## src/rtl/gnod_pkg.sv

```systemverilog
// ----------------------------------------------------------------------------
// gnod_pkg
// Shared types and constants for the nearest occupied distance unit.
// ----------------------------------------------------------------------------
package gnod_pkg;

  // Default edge length of the square grid.
  localparam int GRID_DEF = 10;

  // Action codes of an input item.
  localparam logic ACT_PLACE = 1'b0;
  localparam logic ACT_QUERY = 1'b1;

  // One input item.
  typedef struct packed {
    logic       action;
    logic [3:0] row;
    logic [3:0] col;
    logic [3:0] run_length;
    logic       vertical;
  } in_item_t;

  // One result item.
  typedef struct packed {
    logic       hit;
    logic [3:0] distance;
  } out_result_t;

  // Status of one evaluated row.
  typedef struct packed {
    logic any;   // At least one marked cell in the row.
    logic zero;  // The queried cell itself is marked.
  } row_flags_t;

endpackage

```

## src/rtl/gnod_row_eval.sv

```systemverilog
// ----------------------------------------------------------------------------
// gnod_row_eval
// Shared row unit: Chebyshev distance from the query to the nearest marked
// cell of one occupancy row.
// ----------------------------------------------------------------------------
module gnod_row_eval
  import gnod_pkg::*;
#(
  parameter int GRID = GRID_DEF,
  localparam int IW  = $clog2(GRID),
  localparam int DW  = $clog2(GRID + 16)
) (
  input  logic [GRID-1:0] row_bits,
  input  logic [IW-1:0]   row_idx,
  input  logic [3:0]      q_row,
  input  logic [3:0]      q_col,
  output logic [DW-1:0]   near_dist,
  output row_flags_t      flags
);

  logic [DW-1:0] qr;
  logic [DW-1:0] qc;
  logic [DW-1:0] r;
  logic [DW-1:0] dr;
  logic [DW-1:0] lo_c;
  logic [DW-1:0] hi_c;
  logic [DW-1:0] dcl;
  logic [DW-1:0] dch;
  logic [DW-1:0] dc;
  logic          lo_found;
  logic          hi_found;

  // Nearest marked column at or left of the query, and at or right of it.
  always_comb begin
    qr = DW'(q_row);
    qc = DW'(q_col);
    r  = DW'(row_idx);
    dr = (r >= qr) ? (r - qr) : (qr - r);

    lo_found = 1'b0;
    lo_c     = '0;
    for (int c = 0; c < GRID; c++) begin
      if (row_bits[c] && (DW'(c) <= qc)) begin
        lo_found = 1'b1;
        lo_c     = DW'(c);
      end
    end

    hi_found = 1'b0;
    hi_c     = '0;
    for (int c = GRID - 1; c >= 0; c--) begin
      if (row_bits[c] && (DW'(c) >= qc)) begin
        hi_found = 1'b1;
        hi_c     = DW'(c);
      end
    end

    dcl = qc - lo_c;
    dch = hi_c - qc;
    dc  = (lo_found && (!hi_found || (dcl <= dch))) ? dcl : dch;

    near_dist  = (dr > dc) ? dr : dc;
    flags.any  = lo_found | hi_found;
    flags.zero = (lo_found | hi_found) && (near_dist == '0);
  end

endmodule

```

## src/rtl/grid_nearest_occupied_distance_unit.sv

```systemverilog
// ----------------------------------------------------------------------------
// grid_nearest_occupied_distance_unit
// Occupancy grid with run placement and nearest marked cell queries.
// ----------------------------------------------------------------------------
// Timing: a query scans one occupancy row per cycle through the shared row
//   unit; the result strobe comes in the cycle after the last row is scanned.
// Placement marks one cell per cycle over run_length steps (cells beyond the grid are skipped); no result.
// Flow: a new item is taken only while idle; the next item may start while
//   the result strobe is shown, and the receiver cannot stall.
// Reset: synchronous, active low; clears the whole grid and the sequencer.
// ----------------------------------------------------------------------------
module grid_nearest_occupied_distance_unit
  import gnod_pkg::*;
#(
  parameter int GRID = GRID_DEF
) (
  input  logic        clk,
  input  logic        rst_n,
  input  logic        start,
  output logic        busy,
  input  in_item_t    in_item,
  output logic        out_valid,
  output out_result_t out_result
);

  localparam int IW   = $clog2(GRID);
  localparam int DW   = $clog2(GRID + 16);
  localparam int CNTW = (IW > 4) ? IW : 4;

  localparam logic [1:0] S_IDLE  = 2'd0;
  localparam logic [1:0] S_PLACE = 2'd1;
  localparam logic [1:0] S_SCAN  = 2'd2;

  logic [1:0]      state_r, state_nxt;
  logic [CNTW-1:0] cnt_r, cnt_nxt;
  logic [DW-1:0]   best_r, best_nxt;
  logic            hit_r, hit_nxt;
  logic            out_valid_r, out_valid_nxt;
  out_result_t     out_result_r, out_result_nxt;
  in_item_t        item_r;

  logic [GRID-1:0] occ_r [GRID];

  logic [DW-1:0]   pr;
  logic [DW-1:0]   pc;
  logic            place_we;
  logic [DW-1:0]   row_dist;
  row_flags_t      row_flags;
  logic [DW-1:0]   best_upd;
  logic            hit_upd;
  logic            accept;

  assign accept = start && (state_r == S_IDLE);

  // Shared row distance unit, fed one row per scan cycle.
  gnod_row_eval #(
    .GRID (GRID)
  ) u_row_eval (
    .row_bits  (occ_r[cnt_r[IW-1:0]]),
    .row_idx   (cnt_r[IW-1:0]),
    .q_row     (item_r.row),
    .q_col     (item_r.col),
    .near_dist (row_dist),
    .flags     (row_flags)
  );

  // Fold the current row into the running best distance and hit flag.
  always_comb begin
    best_upd = best_r;
    if (row_flags.any && (row_dist != '0) && (row_dist <= DW'(GRID)) &&
        (row_dist < best_r)) begin
      best_upd = row_dist;
    end
    hit_upd = hit_r | row_flags.zero;
  end

  // Cell addressed by the current step of a placement.
  always_comb begin
    pr = item_r.vertical ? (DW'(item_r.row) + DW'(cnt_r[3:0])) : DW'(item_r.row);
    pc = item_r.vertical ? DW'(item_r.col) : (DW'(item_r.col) + DW'(cnt_r[3:0]));
    place_we = (state_r == S_PLACE) && (pr < DW'(GRID)) && (pc < DW'(GRID));
  end

  // Sequencer.
  always_comb begin
    state_nxt      = state_r;
    cnt_nxt        = cnt_r;
    best_nxt       = best_r;
    hit_nxt        = hit_r;
    out_valid_nxt  = 1'b0;
    out_result_nxt = out_result_r;
    case (state_r)
      S_IDLE: begin
        if (accept) begin
          cnt_nxt  = '0;
          best_nxt = DW'(GRID + 1);
          hit_nxt  = 1'b0;
          if (in_item.action == ACT_QUERY) begin
            state_nxt = S_SCAN;
          end else if (in_item.run_length != 4'd0) begin
            state_nxt = S_PLACE;
          end
        end
      end
      S_PLACE: begin
        cnt_nxt = cnt_r + 1'b1;
        if ((cnt_r + 1'b1) == CNTW'(item_r.run_length)) begin
          state_nxt = S_IDLE;
        end
      end
      S_SCAN: begin
        cnt_nxt  = cnt_r + 1'b1;
        best_nxt = best_upd;
        hit_nxt  = hit_upd;
        if (cnt_r == CNTW'(GRID - 1)) begin
          state_nxt               = S_IDLE;
          out_valid_nxt           = 1'b1;
          out_result_nxt.hit      = hit_upd;
          out_result_nxt.distance = hit_upd ? 4'd0 : best_upd[3:0];
        end
      end
      default: begin
        state_nxt = S_IDLE;
      end
    endcase
  end

  // Control registers.
  always_ff @(posedge clk) begin
    if (!rst_n) begin
      state_r     <= S_IDLE;
      cnt_r       <= '0;
      out_valid_r <= 1'b0;
    end else begin
      state_r     <= state_nxt;
      cnt_r       <= cnt_nxt;
      out_valid_r <= out_valid_nxt;
    end
  end

  // Payload registers.
  always_ff @(posedge clk) begin
    best_r       <= best_nxt;
    hit_r        <= hit_nxt;
    out_result_r <= out_result_nxt;
    if (accept) begin
      item_r <= in_item;
    end
  end

  // Occupancy bitmap, cleared by reset, one cell marked per placement step inside the grid.
  always_ff @(posedge clk) begin
    if (!rst_n) begin
      for (int i = 0; i < GRID; i++) begin
        occ_r[i] <= '0;
      end
    end else if (place_we) begin
      occ_r[pr[IW-1:0]][pc[IW-1:0]] <= 1'b1;
    end
  end

  assign busy       = (state_r != S_IDLE);
  assign out_valid  = out_valid_r;
  assign out_result = out_result_r;

endmodule

```

## config.mk

```make
export PLATFORM = sky130hd
export DESIGN_NAME = grid_nearest_occupied_distance_unit
export DESIGN_NICKNAME = d
export VERILOG_FILES = /design/src/rtl/gnod_pkg.sv /design/src/rtl/gnod_row_eval.sv /design/src/rtl/grid_nearest_occupied_distance_unit.sv
export SDC_FILE = /design/constraint.sdc
export NUM_CORES = 1
export LEC_CHECK = 0
export ABC_AREA = 1
export BUFFER_PORTS_ARGS = -buffer_cell sky130_fd_sc_hd__buf_2
export CAP_MARGIN = 0
export CORE_MARGIN = 2
export CORE_UTILIZATION = 55
export DETAILED_ROUTE_END_ITERATION = 7
export MAX_ROUTING_LAYER = met4
export PLACE_DENSITY = 0.74
export SKIP_CTS_REPAIR_TIMING = 1
export SLEW_MARGIN = 5
export SYNTH_ARGS = -nofsm -noshare
export SYNTH_HDL_FRONTEND = slang
export SYNTH_SLANG_ARGS = --single-unit
```

## constraint.sdc

```tcl
create_clock -name clk -period 5.5 [get_ports clk]
set_input_delay 1.65 -clock clk [delete_from_list [all_inputs] [get_ports clk]]
set_output_delay 1.65 -clock clk [all_outputs]
set_load 0.01 [all_outputs]
```

==> impl_metrics.py <==
metrics = {
    "die": {
        "initial_core_util": 0.556,
        "pin_count": 24,
        "rows": 52,
        "dieArea_um2": 21500,
        "dieWidth_um": 147,
        "fp.coreArea_um2": 20100,
        "die_h_um": 147,
    },
    "synthesis": {
        "ys_ff_latch": 195,
        "syn_area_um2": 11200,
        "yosys_warnings": 0,
        "avgSynthCellArea_um2": 8.46,
        "netlist_instances": 1322,
        "synthDistinctLibCells": 42,
        "seq_area_frac_synth": 0.514,
    },
    "global_routing": {
        "grt_pass1_vias": 8630,
        "grt_pass1_wl_um": 41600,
        "antenna_found_initial": 0,
        "grt_max_degree": 92,
        "grt-ovfl-total": 0,
        "grt_use_total": 0.253,
    },
    "worst_hold_path": {
        "min_path_cells": 2,
        "min_to": "state_r[1]",
        "hp-start": "state_r[1]",
        "hp-class": "reg2reg",
    },
    "routing": {
        "drt_iter0_markers": 1061,
        "num_vias": 9511,
        "wl_met3_um": 2250,
        "routed_wl_um": 29000,
        "wl_met1_um": 11900,
        "wl_per_cell_um": 16.4,
        "route.met2.wl_um": 14200,
        "viasPerCell": 5.39,
        "drt-pass1-iter-count": 7,
        "postRouteAntennaNets": 0,
        "drc": 0,
        "highest_layer": "met4",
    },
    "sta": {
        "fin_ws_ns": -0.492,
        "worstMarginPinSlew_ns": 0.850,
        "fin_worst_skew_ns": 0.0147,
        "finalSetupViolations": 11,
        "period_minus_slack_ns": 5.99,
        "hold_viol_final": 0,
        "slew_headroom": 0.431,
        "post-route-period-util": 1.09,
        "fmax_ghz": 0.167,
        "rsz0062_at_grt": "true",
        "slew_viol_final": 0,
    },
    "critical_path": {
        "cp_slowest_cell": "dfxtp_4",
        "path_class": "reg2reg",
        "critPathLaunchType": "register",
        "worst_ep_arrival_time_ns": 6.16,
        "critPathMaxFanout": 9,
        "slowest_delay_ns": 0.38,
        "critPathCaptureType": "register",
        "r2r-end": "best_r[4]",
        "critPathBufInv": 8,
        "cpMostUsedCell": "nand2_2",
        "cp.required_ns": 5.66,
        "reg2reg_slack_ns": -0.49,
        "r2r_cells": 41,
        "cp_top_family": "simple AND/OR/NAND/NOR gates",
    },
    "finish": {
        "syn_to_final_growth_pct": 24.0,
        "nets": 1546,
        "drive_gt1_frac": 0.213,
        "diodes": 0,
        "final_cell_mix": "nand2_1, edfxtp_1, nor2_1",
        "final_cells": 1765,
        "final_common_cell": "nand2_1",
    },
    "placed_design": {
        "post-dp-hpwl_um": 17300,
        "port-buffer-count": 23,
        "dp_cells": 1699,
        "gp_congestion": 0.930,
    },
    "clock_network": {
        "cts_sinks": 195,
        "cts.htree.levels": 4,
        "cts-root-buf": "clkbuf_16",
        "numCtsBuffers": 17,
        "clk_pin_slew_ns": 0.08,
        "cts_tree": "yes",
        "clock_path_buffers": 2,
        "clock_latency_ns": 0.45,
    },
    "outcome": {
        "violations": "negative setup slack",
        "status": "complete, but fails checks",
    },
    "flow_run": {
        "cap_violations": 0,
    },
}
[sequential cells by signal (all words and copies together), names as in the netlist, named ones only]
register    cells
state_r         2
out_valid       1
best_r          5
hit_r           1
cnt_r           4
item_r         13
out_result      5
occ_r         160
[layer usage]
metal | global-route usage | vias to the layer above
li1 | - | 4603
met1 | 0.320 | 4450
met2 | 0.414 | 387
met3 | 0.0463 | 71
met4 | 0.0820 | 0
met5 | - | -
[cell type report]
type | count | area (um2)
fillers | 1521 | 6240
flip-flops and latches | 195 | 5750
multi-input cells | 953 | 5120
repair buffers | 148 | 1410
inverters | 163 | 627
clock buffers | 17 | 425
well taps | 270 | 338
clock inverters | 15 | 165
repair inverters | 4 | 37.5
[tightest hold or removal path: stages, from the launching register on]
cell	delay, ns
dfxtp_1	0.32
inv_1	0.09
a211oi_1	0.08
[Yosys cell counts, drive strengths merged]
master	count	share of area
nand2	320	0.11
nor2	193	0.067
edfxtp	184	0.49
inv	162	0.055
o21ai	141	0.063
nand3	109	0.051
clkbuf	47	0.016
ha	41	0.046
a21oi	31	0.014
buf	25	0.018
dfxtp	11	0.020
o211ai	10	0.0067
xor2	8	0.0063
xnor2	7	0.0055
fa	6	0.011
a221oi	4	0.0031
a31oi	4	0.0022
nor3	3	0.0013
a211oi	2	0.0013
nor4	2	0.0011
o21a	2	0.0013
o21bai	2	0.0013
a21o	1	0.00067
a32oi	1	0.00078
clkinv	1	0.00034
conb	1	0.00034
nand3b	1	0.00067
nand4	1	0.00056
o41ai	1	0.00078
or2	1	0.00056
[worst max-delay path by stage]
stage | start | end | slack (ns) | cells after the start
5_1_grt | register | best_r[4] | -0.80 | 42
4_1_cts | register | best_r[4] | -0.70 | 43
2_1_floorplan | item_r[6] | best_r[4] | 0.13 | 38
3_5_place_dp | register | best_r[4] | -0.60 | 43
3_3_place_gp | register | best_r[4] | -0.44 | 42
6_report | register | best_r[4] | -0.49 | 41
[through the flow]
step	area, um2	hold WS [ns]	util	setup slack (ns)	TNS, ns
floorplan	11400	0.482	-	0.129	0
global placement	12400	0.509	0.614	-0.441	-4.22
detailed placement	12400	0.523	0.614	-0.602	-5.84
CTS	12900	0.534	0.644	-0.695	-6.48
global route	13900	0.574	0.690	-0.796	-8.33
finish	13900	0.535	0.690	-0.492	-5.02
[kinds of logic after synthesis]
kind of cell               synth area share
buffers and inverters                0.0887
other                              0.000335
xor gates and xnor gates             0.0117
and+or+nand+nor                       0.234
DFF                                   0.514
AOI/OAI and AO/OA                    0.0953
adders and majority gates            0.0566
Power is left out: the tool's default activity adds up to more than one toggle a clock period on the data nets, which glitch-free logic cannot reach.
